<file path="src/hw/rtl/crc16fa_pkg.sv">
// Package for the CRC-16 frame appender: shared types, trailer constants,
// the byte-wise CRC fold and the trailer byte escape. No dependencies.
`default_nettype none

package crc16fa_pkg;

    localparam logic [15:0] CRC_POLY = 16'h1021;
    localparam logic [7:0]  CR_BYTE  = 8'h0D;
    localparam logic [7:0]  ESC_PAREN = 8'h28;
    localparam logic [7:0]  ESC_CR    = 8'h0D;
    localparam logic [7:0]  ESC_LF    = 8'h0A;

    typedef struct packed {
        logic fold_en;
        logic clear;
    } t_crc_ctl;

    // MSB-first fold of one byte into the CRC, eight shift steps
    function automatic logic [15:0] crc_fold(input logic [15:0] crc, input logic [7:0] b);
        logic [15:0] c;
        c = crc ^ {b, 8'h00};
        for (int k = 0; k < 8; k++) begin
            if (c[15]) begin
                c = {c[14:0], 1'b0} ^ CRC_POLY;
            end else begin
                c = {c[14:0], 1'b0};
            end
        end
        return c;
    endfunction

    function automatic logic [7:0] escape_byte(input logic [7:0] b);
        logic [7:0] r;
        r = b;
        if (b == ESC_PAREN || b == ESC_CR || b == ESC_LF) begin
            r = b + 8'd1;
        end
        return r;
    endfunction

endpackage

`default_nettype wire

</file>
<file path="src/hw/rtl/crc16fa_crc_unit.sv">
// Running CRC-16 register with its byte fold.
// Depends on crc16fa_pkg (t_crc_ctl, crc_fold).
`default_nettype none

module crc16fa_crc_unit (
    input  wire logic                  i_clk,
    input  wire logic                  i_rst_n,
    input  wire crc16fa_pkg::t_crc_ctl i_ctl,
    input  wire logic [7:0]            i_data_byte,
    output logic [15:0]                o_crc_next
);

    logic [15:0] r_crc;

    assign o_crc_next = crc16fa_pkg::crc_fold(r_crc, i_data_byte);

    always_ff @(posedge i_clk) begin
        if (!i_rst_n) begin
            r_crc <= 16'h0000;
        end else if (i_ctl.fold_en) begin
            r_crc <= i_ctl.clear ? 16'h0000 : o_crc_next;
        end
    end

endmodule

`default_nettype wire

</file>
<file path="src/hw/rtl/crc16fa_out_stage.sv">
// Output register and trailer sequencer: passes body bytes, then CRC high,
// CRC low and CR. Depends on crc16fa_pkg (constants, escape_byte).
`default_nettype none

module crc16fa_out_stage (
    input  wire logic        i_clk,
    input  wire logic        i_rst_n,
    input  wire logic        i_in_valid,
    input  wire logic [7:0]  i_in_byte,
    input  wire logic        i_in_last,
    input  wire logic [15:0] i_crc_next,
    input  wire logic        i_stall,
    output logic             o_take,
    output logic             o_valid,
    output logic [7:0]       o_out_byte,
    output logic             o_out_last
);

    typedef enum logic [1:0] {
        PH_BODY,
        PH_HI,
        PH_LO,
        PH_CR
    } t_phase;

    t_phase      r_phase;
    logic        r_out_valid;
    logic [7:0]  r_out_byte;
    logic        r_out_last;
    logic [15:0] r_trail;
    logic        out_free;

    assign out_free   = !r_out_valid || !i_stall;
    assign o_take     = out_free && (r_phase == PH_BODY) && i_in_valid;
    assign o_valid    = r_out_valid;
    assign o_out_byte = r_out_byte;
    assign o_out_last = r_out_last;

    always_ff @(posedge i_clk) begin
        if (!i_rst_n) begin
            r_phase     <= PH_BODY;
            r_out_valid <= 1'b0;
        end else if (out_free) begin
            case (r_phase)
                PH_BODY: begin
                    r_out_valid <= i_in_valid;
                    if (i_in_valid) begin
                        r_out_byte <= i_in_byte;
                        r_out_last <= 1'b0;
                        if (i_in_last) begin
                            r_phase <= PH_HI;
                            r_trail <= i_crc_next;
                        end
                    end
                end
                PH_HI: begin
                    r_out_valid <= 1'b1;
                    r_out_byte  <= crc16fa_pkg::escape_byte(r_trail[15:8]);
                    r_out_last  <= 1'b0;
                    r_phase     <= PH_LO;
                end
                PH_LO: begin
                    r_out_valid <= 1'b1;
                    r_out_byte  <= crc16fa_pkg::escape_byte(r_trail[7:0]);
                    r_out_last  <= 1'b0;
                    r_phase     <= PH_CR;
                end
                PH_CR: begin
                    r_out_valid <= 1'b1;
                    r_out_byte  <= crc16fa_pkg::CR_BYTE;
                    r_out_last  <= 1'b1;
                    r_phase     <= PH_BODY;
                end
                default: begin
                    r_phase <= PH_BODY;
                end
            endcase
        end
    end

endmodule

`default_nettype wire

</file>
<file path="src/hw/rtl/crc16_frame_appender.sv">
// Top level of the CRC-16 frame appender.
// Depends on crc16fa_pkg, crc16fa_crc_unit and crc16fa_out_stage.
//
// Body bytes are taken one per cycle when neither i_stall nor the trailer holds
// them, and are passed through unchanged while a CRC-16/XMODEM (poly 0x1021,
// init 0, MSB first) runs over them. The byte flagged last is followed by three
// trailer bytes: CRC high, CRC low (each bumped by one if it is 0x28, 0x0D or
// 0x0A) and CR 0x0D with o_out_last set; the CRC then restarts at zero. The
// trailer bytes come from the single output register; while they are sent,
// o_stall holds input transfers. Each byte passes through the input register
// and then the output register.
`default_nettype none

module crc16_frame_appender (
    input  wire logic       i_clk,
    input  wire logic       i_rst_n,
    input  wire logic       i_valid,
    output logic            o_stall,
    input  wire logic [7:0] i_data_byte,
    input  wire logic       i_last_byte,
    output logic            o_valid,
    input  wire logic       i_stall,
    output logic [7:0]      o_out_byte,
    output logic            o_out_last
);

    logic                  r_in_valid;
    logic [7:0]            r_in_byte;
    logic                  r_in_last;
    logic                  take;
    logic [15:0]           crc_next;
    crc16fa_pkg::t_crc_ctl crc_ctl;

    assign o_stall         = r_in_valid && !take;
    assign crc_ctl.fold_en = take;
    assign crc_ctl.clear   = r_in_last;

    always_ff @(posedge i_clk) begin
        if (!i_rst_n) begin
            r_in_valid <= 1'b0;
        end else if (!o_stall) begin
            r_in_valid <= i_valid;
            if (i_valid) begin
                r_in_byte <= i_data_byte;
                r_in_last <= i_last_byte;
            end
        end
    end

    crc16fa_crc_unit u_crc (
        .i_clk       (i_clk),
        .i_rst_n     (i_rst_n),
        .i_ctl       (crc_ctl),
        .i_data_byte (r_in_byte),
        .o_crc_next  (crc_next)
    );

    crc16fa_out_stage u_out (
        .i_clk      (i_clk),
        .i_rst_n    (i_rst_n),
        .i_in_valid (r_in_valid),
        .i_in_byte  (r_in_byte),
        .i_in_last  (r_in_last),
        .i_crc_next (crc_next),
        .i_stall    (i_stall),
        .o_take     (take),
        .o_valid    (o_valid),
        .o_out_byte (o_out_byte),
        .o_out_last (o_out_last)
    );

endmodule

`default_nettype wire

</file>
<file path="config.mk">
export PLATFORM = sky130hd
export DESIGN_NAME = crc16_frame_appender
export DESIGN_NICKNAME = d
export VERILOG_FILES = /design/src/hw/rtl/crc16fa_pkg.sv /design/src/hw/rtl/crc16fa_crc_unit.sv /design/src/hw/rtl/crc16fa_out_stage.sv /design/src/hw/rtl/crc16_frame_appender.sv
export SDC_FILE = /design/constraint.sdc
export NUM_CORES = 1
export LEC_CHECK = 0
export BUFFER_PORTS_ARGS = -buffer_cell sky130_fd_sc_hd__buf_2
export CAP_MARGIN = 5
export CELL_PAD_IN_SITES_DETAIL_PLACEMENT = 0
export CELL_PAD_IN_SITES_GLOBAL_PLACEMENT = 1
export CORE_UTILIZATION = 51
export CTS_CLUSTER_DIAMETER = 30
export DETAILED_ROUTE_END_ITERATION = 16
export PLACE_DENSITY = 0.89
export REMOVE_ABC_BUFFERS = 1
export SKIP_LAST_GASP = 1
export SYNTH_ARGS = -nofsm -noshare
export SYNTH_HDL_FRONTEND = slang
export SYNTH_SLANG_ARGS = --single-unit
</file>
<file path="constraint.sdc">
create_clock -name i_clk -period 4 [get_ports i_clk]
set_input_delay 0.8 -clock i_clk [delete_from_list [all_inputs] [get_ports i_clk]]
set_output_delay 0.8 -clock i_clk [all_outputs]
set_load 0.03 [all_outputs]
</file>
# Yosys cells after proc, flatten, opt, wreduce, memory -nomap -nowiden

Cells that the tools add are included.

Add/subtract/negate cells: 2
Eq/ne operators: 11
Mux-type cells: 19
Bitwise operators: 10
Reductions and logical operators: 18

Operators with widths:

| operator                                            | number |
|---|---|
| two-way mux 13 bit                                  | 8 |
| equality test 8 x 4 -> 1 bit, second input constant | 4 |
| one-hot mux 8 bit (4 select lines)                  | 1 |
| two-way mux 8 bit                                   | 3 |
| inverter 3 bit                                      | 8 |
| adder 8 x 1 -> 8 bit, second input constant         | 2 |
| equality test 8 x 6 -> 1 bit, second input constant | 2 |
| two-way mux 16 bit                                  | 1 |
| XOR 16 bit                                          | 1 |
| AND reduction 3 bit                                 | 3 |
| one-hot mux 2 bit (4 select lines)                  | 1 |
| logical OR 1 bit                                    | 5 |
| AND reduction 5 bit                                 | 1 |
| equality test 2 bit, second input constant          | 2 |
| two-way mux 2 bit                                   | 2 |
| != test 2 bit, second input constant                | 2 |
| logical AND 1 bit                                   | 3 |
| zero test 1 bit                                     | 3 |
| one-hot mux 1 bit (3 select lines)                  | 1 |
| OR reduction 3 bit                                  | 1 |
| equality test 2 x 1 -> 1 bit, second input constant | 1 |
| zero test 2 bit                                     | 1 |
| one-hot mux 1 bit (2 select lines)                  | 1 |
| OR reduction 2 bit                                  | 1 |
| 2 further kinds                                     | 2 |

Bits in registers: 54
Logic and storage cells: 69

# Depth between registers and ports, before layout

Gate-level depths: netlist (run 1).

Word-level depth: 18
Gate-level depth with buffers: 7
Mapped depth without buffers: 7

# Modules after synthesis

A second synthesis (run 1) with hierarchy kept.

Cells, all modules: 217
Area, all modules: 2640.0 µm²

By module, submodules not included:

| module               | instances | cells each | area an instance (µm²) | sequential area each (µm²) |
|---|---|---|---|---|
| crc16fa_out_stage    | 1         | 121        | 1490.2                 | 810.8 |
| crc16fa_crc_unit     | 1         | 82         | 830.8                  | 320.3 |
| crc16_frame_appender | 1         | 14         | 319.1                  | 290.3 |

# Least setup slack after synthesis (run 1)

OpenSTA, ideal clock, no wires.

Kind: input to register
Start point: input i_stall
End point: register u_out.r_trail[0], enable pin
Data arrival time: 1.942 ns
Setup slack: 1.669 ns
Stages on the path: 4
Buffers on the path: 1
Path through: nand2_1 > nand3_1 > clkbuf_1 > nor2_1

Cells in the longest elaborated chain, start to end: 3

Ends and longest elaborated chain:

| what                          | line                       | RTL |
|---|---|---|
| start: declaration            | crc16_frame_appender.sv:22 | `input wire logic i_stall,` |
| zero test 1 bit               | crc16fa_out_stage.sv:33    | `assign out_free = !r_out_valid \|\| !i_stall;` |
| logical OR 1 bit              | crc16fa_out_stage.sv:33    |  |
| AND reduction 5 bit (no line) | n/a                        |  |
| end signal: assignment        | crc16fa_out_stage.sv:52    | `r_trail <= i_crc_next;` |
| end: declaration              | crc16fa_out_stage.sv:30    | `logic [15:0] r_trail;` |

No other way between the ends.
A chain may end at the register's enable or synchronous reset.

# Final worst setup path (run 1)

Start point: register u_out.r_phase[0]
End point: output o_stall

Cells in the longest elaborated chain, start to end: 5

Ends and longest elaborated chain:

| what                           | line                       | RTL |
|---|---|---|
| start: declaration             | crc16fa_out_stage.sv:26    | `t_phase r_phase;` |
| start signal: assignment       | crc16fa_out_stage.sv:41    | `r_phase <= PH_BODY;` |
| start signal: assignment       | crc16fa_out_stage.sv:51    | `r_phase <= PH_HI;` |
| start signal: assignment       | crc16fa_out_stage.sv:60    | `r_phase <= PH_LO;` |
| zero test 2 bit                | crc16fa_out_stage.sv:34    | `assign o_take = out_free && (r_phase == PH_BODY) && i_in_valid;` |
| logical AND 1 bit (2 in a row) | crc16fa_out_stage.sv:34    |  |
| zero test 1 bit                | crc16_frame_appender.sv:34 | `assign o_stall = r_in_valid && !take;` |
| logical AND 1 bit              | crc16_frame_appender.sv:34 |  |
| end: declaration               | crc16_frame_appender.sv:18 | `output logic o_stall,` |

No other way between the ends.

==> results.sh, run 1 <==
export IMPL_async_flop_share_pct=0
export IMPL_postRouteWirelength_um=4736
export IMPL_port_buffers=23
export IMPL_rsz0062_at_grt="no"
export IMPL_start_util_pct=53.90
export IMPL_dpl_cell_count=308
export IMPL_drcViolationCount=0
export IMPL_viasPerCell=5.184
export IMPL_r2r_setup_slack_ns=1.89
export IMPL_rows=25
export IMPL_die_h_um=73.35
export IMPL_clk_latency_ns=0.30
export IMPL_numCtsBuffers=5
export IMPL_h_tree_depth=2
export IMPL_synth_distinct_cells=45
export IMPL_antennaDiodeCount=0
export IMPL_setup_viol=0
export IMPL_grt_pass1_wl_um=7652
export IMPL_grt_pass1_vias=1572
export IMPL_critPathLaunchType="register"
export IMPL_post_dp_hpwl_um=3656
export IMPL_core_area_um2=4817
export IMPL_p_leak_nw=1.094
export IMPL_ys_ff_latch=54
export IMPL_synthToLayoutAreaGrowth_pct=10.36
export IMPL_yosysWarnings=0
export IMPL_drt_iter0_drc=96
export IMPL_cts_root_buf="clkbuf_8"
export IMPL_regArea_um2=1421
export IMPL_crit_chain="inv_1 -> ha_1 -> nand2_1 -> and2_1 -> buf_2"
export IMPL_num_io_pins=24
export IMPL_slowest_stage="dfxtp_1"
export IMPL_multi_input_area_um2=1071
export IMPL_final_cells=316
export IMPL_crit_fanout=4
export IMPL_worstPathRequired_ns=3.20
export IMPL_critPathBufInv=2
export IMPL_drive_gt1_share_pct=15.26
export IMPL_cp_data_arrival_time_ns=1.54
export IMPL_cts_tree="done"
export IMPL_crit_type="register to output port"
export IMPL_relSlewSlack_pct=54.38
export IMPL_clock_sinks=54
export IMPL_grt_max_degree=18
export IMPL_avgSynthCellArea_um2=11.59
export IMPL_finalMaxSlewViolations=0
export IMPL_fin_tns_setup_ns=0
export IMPL_cts_setup_buffers=0
export IMPL_fillerInstances=433
export IMPL_finalWeightedCongestion=0.9292
export IMPL_synth_top_flop_cell="edfxtp_1"
export IMPL_dieArea_um2=5380
export IMPL_layout_min_cycle_time_ns=2.339
export IMPL_ys_seq_area_share_pct=54.75
export IMPL_dr_pass1_iters=4
export IMPL_antenna_found_initial=0
export IMPL_path_delay_family="flip-flops"
export IMPL_cts_resized=0
export IMPL_die_x_um=73.35
export IMPL_postCtsHoldBufs=0
export IMPL_slowest_delay_ns=0.40
export IMPL_synth_area_um2=2596
export IMPL_grt_total_usage_pct=19.72
export IMPL_ir_drop_mv=0.3778
export IMPL_fin_crit_sh_pct=58.48
export IMPL_clkTransAtPathRegs_ns=0.09
export IMPL_vias=1638
export IMPL_report_final_hold_viol_count=0
export IMPL_wire_per_inst_um=14.99
export IMPL_clk_path_buf_depth=2
export IMPL_status="complete, no violations"
export IMPL_finClkSkew_ns=0.004498
export IMPL_fmax_mhz=427.5
export IMPL_cap_violations=0
export IMPL_max_slew_worst_pin_slew_ns=0.6818
export IMPL_power_density_cell_area_nw_per_um2=563.2
export IMPL_hp_class="register to register"
export IMPL_synth_enable_flop_cells=34
export IMPL_netlist_instances=224
export IMPL_place_ws_ns=1.730
export IMPL_worst_slack_ns=1.661
export IMPL_worstSetupEndpointType="output port"
export IMPL_nNetsFinal=274
export IMPL_grt_overflow=0
export IMPL_antenna_left=0
[synthesized netlist by cell type (3+ instances only)]
master    number  area share (%)
a21oi_1        3            0.58
a22oi_1       10             2.9
dfxtp_1       20              15
edfxtp_1      34              39
ha_1          13             6.3
inv_1         16             2.3
nand2_1       27             3.9
nand2b_1       6             1.4
nand3_1        5            0.96
nor2_1         5            0.72
nor2b_1       11             2.7
o21ai_0        3            0.58
o21ai_1        5            0.96
xnor2_1       20             6.7
xor2_1         5             1.7
[cell usage in the layout (no fill, tap or decap), types with 6 or more instances in the layout]
| cell type | instances |
|---|---|
| inv_1 | 16 |
| a22oi_1 | 10 |
| nor2b_1 | 11 |
| nand2b_1 | 6 |
| dfxtp_1 | 20 |
| ha_1 | 13 |
| xnor2_1 | 20 |
| nand2_1 | 27 |
| edfxtp_1 | 34 |
| buf_2 | 23 |
[metrics by stage]
stage	total power, mW	area (um2)	hold slack, ns	utilization (%)
3_3_place_gp	1.268	2759	0.4461	57.27
2_1_floorplan	1.137	2552	0.4349	-
5_1_grt	1.701	2865	0.4910	59.48
6_report	1.614	2865	0.4627	59.48
3_5_place_dp	1.278	2759	0.4516	57.27
4_1_cts	1.622	2865	0.4635	59.48
[logic make-up (layout without fill, tap and decap cells)]
kind of cell,Yosys count,in the layout,synth area share (%)
AO/OA/AOI/OAI,36,36,10.51
XOR/XNOR,25,25,8.434
adder cells (fa/ha/maj),13,13,6.265
buffers and inverters,23,48,4.000
flip-flops,54,54,54.75
multiplexers,4,4,1.783
AND/OR/NAND/NOR,69,69,14.27
[routing by layer]
layer / track usage, % / wire length (um)
met1: 25.47 / 2218
met5: 0 / 0
met4: 7.692 / 51
met3: 4.252 / 166
met2: 32.51 / 2300
[flip-flops by register name, summed over array words and instances, names as in the netlist]
signal,flops
r_in_byte,8
r_in_last,1
r_in_valid,1
u_crc.r_crc,16
u_out.o_out_byte,8
u_out.o_out_last,1
u_out.o_valid,1
u_out.r_phase,2
u_out.r_trail,16
[worst register-to-register path: cells and delay by family (launching register included)]
family	cells	cell delay, ns
AOI/OAI and AO/OA	2	0.47
muxes	1	0.35
DFF	1	0.39
and+or+nand+nor	2	0.65
[power by group]
| part | leakage, nW | switching, mW | internal (mW) |
|---|---|---|---|
| Clock | 0.0524 | 0.160 | 0.187 |
| Sequential | 0.476 | 0.0446 | 0.707 |
| Combinational | 0.565 | 0.336 | 0.179 |
| Total | 1.09 | 0.540 | 1.07 |
[layout make-up]
type	count	area share (%)
clock buffer	7	2.664
clock inverter	1	1.048
inverter	16	2.096
multi-input combinational	147	37.38
sequential	54	49.61
tap	67	2.926
timing repair buffer	24	4.279
[final timing paths]
| kind | start | endpoint | depth (start not counted) |
|---|---|---|---|
| setup reg to reg | u_out.r_trail[12] | u_out.o_out_byte[1] | 5 |
| hold / removal | u_crc.r_crc[7] | u_crc.r_crc[7] | 2 |
| setup / recovery | u_out.r_phase[0] | o_stall | 5 |
| hold reg to reg | u_crc.r_crc[7] | u_crc.r_crc[7] | 2 |
No activity file was read; power rests on OpenSTA's default activity.
==> run 2: changes to the inputs <==
--- a/config.mk
+++ b/config.mk
@@ -9,10 +9,10 @@
 export CAP_MARGIN = 5
 export CELL_PAD_IN_SITES_DETAIL_PLACEMENT = 0
 export CELL_PAD_IN_SITES_GLOBAL_PLACEMENT = 1
-export CORE_UTILIZATION = 51
+export CORE_UTILIZATION = 42
 export CTS_CLUSTER_DIAMETER = 30
 export DETAILED_ROUTE_END_ITERATION = 16
-export PLACE_DENSITY = 0.89
+export PLACE_DENSITY = 0.79
 export REMOVE_ABC_BUFFERS = 1
 export SKIP_LAST_GASP = 1
 export SYNTH_ARGS = -nofsm -noshare
==> constraint.sdc (replaced) <==
create_clock -name i_clk -period 1.9 [get_ports i_clk]
set_input_delay 0.38 -clock i_clk [delete_from_list [all_inputs] [get_ports i_clk]]
set_output_delay 0.38 -clock i_clk [all_outputs]
set_load 0.03 [all_outputs]
==> run 2 against run 1 <==
Largest cell class unchanged. Sequential power up 110%. Clock power up 140%. Core utilization down 6.9 points. The run now ends with setup timing left. Combinational power up 140%. Total power up 130%. Via count up 4.8%. Critical path depth unchanged. Clock skew up 0.00098 ns. Wire length up 12%. Final area up 9.3%. Register-to-register slack worse by 2.0 ns. Critical endpoint is now u_out.o_out_byte[1]. Global-route usage down 1.9 points.
==> results.sh, run 2 (same netlist as run 1, synthesis figures left out) <==
export IMPL_numCtsBuffers=5
export IMPL_rsz0062_at_grt="yes"
export IMPL_hp_class="primary input to register"
export IMPL_worst_slack_ns=-0.07965
export IMPL_fin_tns_setup_ns=-0.1692
export IMPL_ir_drop_mv=0.7183
export IMPL_largestRegisters="u_crc.r_crc: 16 flops, u_out.r_trail: 16 flops"
export IMPL_cp_data_arrival_time_ns=2.01
export IMPL_clock_sinks=54
export IMPL_clkTransAtPathRegs_ns=0.09
export IMPL_finalHoldWorstSlack_ns=0.2445
export IMPL_worstPathRequired_ns=1.93
export IMPL_slowest_delay_ns=0.57
export IMPL_critPathBufInv=0
export IMPL_antenna_found_initial=0
export IMPL_drive_gt1_share_pct=26.57
export IMPL_start_util_pct=43.59
export IMPL_crit_fanout=2
export IMPL_violations="setup timing"
export IMPL_dpl_cell_count=336
export IMPL_nNetsFinal=296
export IMPL_grt_max_degree=18
export IMPL_grt_pass1_wl_um=8280
export IMPL_report_final_hold_viol_count=0
export IMPL_wire_per_inst_um=15.40
export IMPL_slowest_stage="or4b_4"
export IMPL_finClkSkew_ns=0.005474
export IMPL_relSlewSlack_pct=61.21
export IMPL_fin_crit_sh_pct=104.2
export IMPL_clk_latency_ns=0.30
export IMPL_final_cells=346
export IMPL_postCtsHoldBufs=0
export IMPL_finalWeightedCongestion=0.8435
export IMPL_path_delay_family="simple AND/OR/NAND/NOR gates"
export IMPL_worstHoldStart="i_data_byte[3]"
export IMPL_vias=1717
export IMPL_worstSetupEndpointType="register"
export IMPL_synthToLayoutAreaGrowth_pct=20.63
export IMPL_setup_viol=4
export IMPL_rows=28
export IMPL_dr_pass1_iters=4
export IMPL_fmax_mhz=505.1
export IMPL_max_slew_worst_pin_slew_ns=0.5777
export IMPL_cap_violations=0
export IMPL_port_buffers=23
export IMPL_cts_tree="done"
export IMPL_crit_start="u_out.r_trail[12]"
export IMPL_die_h_um=80.62
export IMPL_reg2reg_from="u_out.r_trail[12]"
export IMPL_grt_pass1_vias=1670
export IMPL_place_ws_ns=-0.08175
export IMPL_crit_type="register to register"
export IMPL_p_leak_nw=1.226
export IMPL_final_common_cell="edfxtp_1"
export IMPL_final_cell_mix="edfxtp_1, nand2_1, buf_4"
export IMPL_viasPerCell=4.962
export IMPL_power_density_cell_area_nw_per_um2=1165
export IMPL_h_tree_depth=2
export IMPL_die_x_um=80.62
export IMPL_num_io_pins=24
export IMPL_postRouteWirelength_um=5327
export IMPL_cts_root_buf="clkbuf_8"
export IMPL_drcViolationCount=0
export IMPL_layout_min_cycle_time_ns=1.980
export IMPL_grt_overflow=0
export IMPL_drt_iter0_drc=78
export IMPL_critPathLaunchType="register"
export IMPL_post_dp_hpwl_um=3948
export IMPL_core_area_um2=5956
export IMPL_crit_chain="or4b_4 -> a211oi_4 -> mux2_4 -> nand3b_1 -> o311ai_1"
export IMPL_antenna_left=0
export IMPL_status="finished, violations left"
export IMPL_clk_path_buf_depth=2
export IMPL_dieArea_um2=6500
export IMPL_finalMaxSlewViolations=0
export IMPL_antennaDiodeCount=0
export IMPL_grt_total_usage_pct=17.80
-- run 2: cell types whose count changed in the layout (fill, tap and decap cells not counted), sizes merged --
cell,previous run,this run
clkinv,0,1
clkbuf,7,6
buf,24,46
-- run 2: layout make-up --
class	instances	area, um2
clock buffer	6	93.84
clock inverter	2	33.78
fill	537	2824
inverter	16	60.06
multi-input combinational	147	1124
sequential	54	1424
tap	75	93.84
timing repair buffer	46	302.8
-- run 2: worst paths after layout --
check                              to  slack, ns  depth (start not counted)
setup reg to reg  u_out.o_out_byte[1]      -0.08                          5
hold / removal           r_in_byte[3]       0.24                          1
setup / recovery  u_out.o_out_byte[1]      -0.08                          5
hold reg to reg        u_crc.r_crc[5]       0.46                          2
-- run 2: what timing repair did --
item | 4_1_cts | 5_1_grt
setup endpoints to repair | 6 | 9
pin swaps | 4 | 3
gates resized for setup | 7 | 7
buffers inserted | 2 | 0
-- run 2: report_power, final --
group	switching, mW	internal (mW)	total [mW]
Clock	0.365	0.468	0.833
Sequential	0.0927	1.49	1.59
Combinational	0.762	0.467	1.23
-- run 2: per-layer routing --
metal	global-route usage, %	part of all wire (%)	vias to the layer above
li1	-	-	868
met1	22.16	46	809
met2	30.08	49	34
met3	4.205	2.9	6
met4	5.893	1.7	0
met5	0	0	-
-- run 2: per-stage QoR --
| stage | instance area [um2] | power [mW] | util, % |
|---|---|---|---|
| 5_1_grt | 3132 | 3.836 | 52.58 |
| 3_5_place_dp | 2932 | 2.767 | 49.22 |
| 4_1_cts | 3098 | 3.615 | 52.02 |
| 3_3_place_gp | 2932 | 2.745 | 49.22 |
| 6_report | 3132 | 3.648 | 52.58 |
| 2_1_floorplan | 2552 | 2.394 | - |
==> run 3: changes to the inputs <==
--- a/config.mk
+++ b/config.mk
@@ -9,10 +9,10 @@
 export CAP_MARGIN = 5
 export CELL_PAD_IN_SITES_DETAIL_PLACEMENT = 0
 export CELL_PAD_IN_SITES_GLOBAL_PLACEMENT = 1
-export CORE_UTILIZATION = 42
+export CORE_UTILIZATION = 51
 export CTS_CLUSTER_DIAMETER = 30
 export DETAILED_ROUTE_END_ITERATION = 16
-export PLACE_DENSITY = 0.79
+export PLACE_DENSITY = 0.89
 export REMOVE_ABC_BUFFERS = 1
 export SKIP_LAST_GASP = 1
 export SYNTH_ARGS = -nofsm -noshare
==> constraint.sdc (replaced) <==
create_clock -name i_clk -period 2.4 [get_ports i_clk]
set_input_delay 0.48 -clock i_clk [delete_from_list [all_inputs] [get_ports i_clk]]
set_output_delay 0.48 -clock i_clk [all_outputs]
set_load 0.03 [all_outputs]
==> run 3 against run 2 <==
The run now ends clean. Clock skew increased by 0.0042 ns. Wire length decreased by 10%. Worst setup slack improved by 0.39 ns. Maximum frequency decreased by 5.3%. Core utilization increased by 7.4 points. Clock power decreased by 29%. Die area decreased by 17%. Critical endpoint unchanged. Largest cell class unchanged. Highest routed layer unchanged.
==> results.sh, run 3 (same netlist as run 1, synthesis figures left out) <==
export IMPL_core_area_um2=4817
export IMPL_clock_sinks=54
export IMPL_clkTransAtPathRegs_ns=0.09
export IMPL_worstSetupEndpointType="register"
export IMPL_fillerInstances=431
export IMPL_grt_max_degree=18
export IMPL_grt_pass1_vias=1629
export IMPL_num_io_pins=24
export IMPL_rsz0062_at_grt="no"
export IMPL_die_x_um=73.35
export IMPL_hold_path_endpoint="r_in_byte[0]"
export IMPL_vias=1645
export IMPL_r2r_cells=5
export IMPL_cts_tree="done"
export IMPL_fin_tns_setup_ns=0
export IMPL_utilization_pct=59.95
export IMPL_grt_total_usage_pct=20.41
export IMPL_dieArea_um2=5380
export IMPL_cts_resized=0
export IMPL_final_cells=319
export IMPL_fin_crit_sh_pct=87.06
export IMPL_clk_latency_ns=0.31
export IMPL_use_met1_pct=25.82
export IMPL_final_cell_mix="edfxtp_1, nand2_1, buf_2"
export IMPL_drive_gt1_share_pct=16.27
export IMPL_max_slew_worst_pin_slew_ns=0.5505
export IMPL_start_util_pct=53.90
export IMPL_worstHoldStart="i_data_byte[0]"
export IMPL_cts_root_buf="clkbuf_8"
export IMPL_multi_input_area_um2=1071
export IMPL_antenna_left=0
export IMPL_critPathLaunchType="register"
export IMPL_cp_data_arrival_time_ns=2.14
export IMPL_grt_overflow=0
export IMPL_synthToLayoutAreaGrowth_pct=11.23
export IMPL_grtUsageMet3_pct=4.938
export IMPL_crit_type="register to register"
export IMPL_dpl_cell_count=311
export IMPL_finalWeightedCongestion=0.9060
export IMPL_antennaDiodeCount=0
export IMPL_reg2reg_from="u_out.r_trail[12]"
export IMPL_crit_fanout=6
export IMPL_setup_viol=0
export IMPL_finClkSkew_ns=0.009649
export IMPL_hp_class="primary input to register"
export IMPL_relSlewSlack_pct=63.04
export IMPL_drcViolationCount=0
export IMPL_cts_setup_buffers=0
export IMPL_die_h_um=73.35
export IMPL_r2r_setup_slack_ns=0.31
export IMPL_viasPerCell=5.157
export IMPL_rows=25
export IMPL_h_tree_depth=2
export IMPL_fmax_mhz=478.6
export IMPL_report_final_hold_viol_count=0
export IMPL_drt_iter0_drc=100
export IMPL_postRouteWirelength_um=4791
export IMPL_dr_pass1_iters=4
export IMPL_busiest_layer="met2"
export IMPL_worstPathRequired_ns=2.45
export IMPL_largestRegisters="u_crc.r_crc: 16 flops, u_out.r_trail: 16 flops"
export IMPL_nNetsFinal=277
export IMPL_min_path_cells=1
export IMPL_final_common_cell="edfxtp_1"
export IMPL_regArea_um2=1421
export IMPL_post_dp_hpwl_um=3719
export IMPL_ir_drop_mv=0.5295
export IMPL_cap_violations=0
export IMPL_wire_per_inst_um=15.02
export IMPL_finalMaxSlewViolations=0
export IMPL_clk_path_buf_depth=2
export IMPL_antenna_found_initial=0
export IMPL_r2r_end="u_out.o_out_byte[1]"
export IMPL_postCtsHoldBufs=0
export IMPL_power_density_cell_area_nw_per_um2=938.6
export IMPL_p_leak_nw=1.108
export IMPL_grt_pass1_wl_um=7900
export IMPL_layout_min_cycle_time_ns=2.090
export IMPL_port_buffers=23
export IMPL_grt_use_met2_pct=33.85
export IMPL_numCtsBuffers=5
export IMPL_status="complete, no violations"
## run 3: cell types whose count changed in the layout (fill, tap and decap cells not counted), moves of 2 or more
| cell | previous run | this run |
|---|---|---|
| dfxtp_2 | 2 | 0 |
| clkbuf_1 | 0 | 2 |
| buf_4 | 23 | 4 |
| inv_2 | 2 | 0 |
| dfxtp_1 | 18 | 20 |
| inv_1 | 14 | 16 |
## run 3: worst max-delay path, stage by stage (launching register included)
cell and delay [ns]:
edfxtp_1 0.39, or4b_4 0.56, a211oi_4 0.36, mux2_4 0.33, nand3b_1 0.08, o311ai_1 0.10
## run 3: how the worst max path moves through the flow
stage / startpoint / slack, ns / endpoint
4_1_cts: u_out.r_trail[12] / 0.30 / u_out.o_out_byte[1]
6_report: u_out.r_trail[12] / 0.31 / u_out.o_out_byte[1]
3_3_place_gp: u_out.r_trail[12] / 0.36 / u_out.o_out_byte[1]
3_5_place_dp: u_out.r_trail[12] / 0.31 / u_out.o_out_byte[1]
2_1_floorplan: u_out.r_phase[0] / 0.35 / u_out.r_trail[0]
5_1_grt: u_out.r_trail[8] / 0.20 / u_out.o_out_byte[1]
## run 3: final cells by class
| type | instances | share of cell area (%) |
|---|---|---|
| well taps | 67 | 2.903 |
| multi-input cells | 147 | 37.09 |
| clock buffers | 7 | 2.643 |
| flip-flops and latches | 54 | 49.22 |
| inverters | 16 | 2.080 |
| repair buffers | 27 | 5.026 |
| clock inverters | 1 | 1.040 |
## run 3: power breakdown
group	internal (mW)	leakage [nW]	switching, mW
registers	1.18	0.476	0.0720
logic	0.311	0.580	0.560
clock network	0.312	0.0524	0.277
## run 3: stage by stage
stage	instance area [um2]	power, mW	worst slack, ns	hold WS (ns)
6_report	2888	2.711	0.3105	0.3467
5_1_grt	2888	2.869	0.2041	0.3266
3_3_place_gp	2781	2.128	0.3614	0.4435
3_5_place_dp	2781	2.145	0.3084	0.4457
4_1_cts	2888	2.734	0.3026	0.3368
2_1_floorplan	2552	1.895	0.3456	0.4349
## run 3: routing by layer
metal | wire [um] | share of wire (%) | vias up
li1 | - | - | 834
met1 | 2307 | 48 | 769
met2 | 2259 | 47 | 34
met3 | 136 | 2.8 | 8
met4 | 88 | 1.8 | 0
met5 | 0 | 0 | -
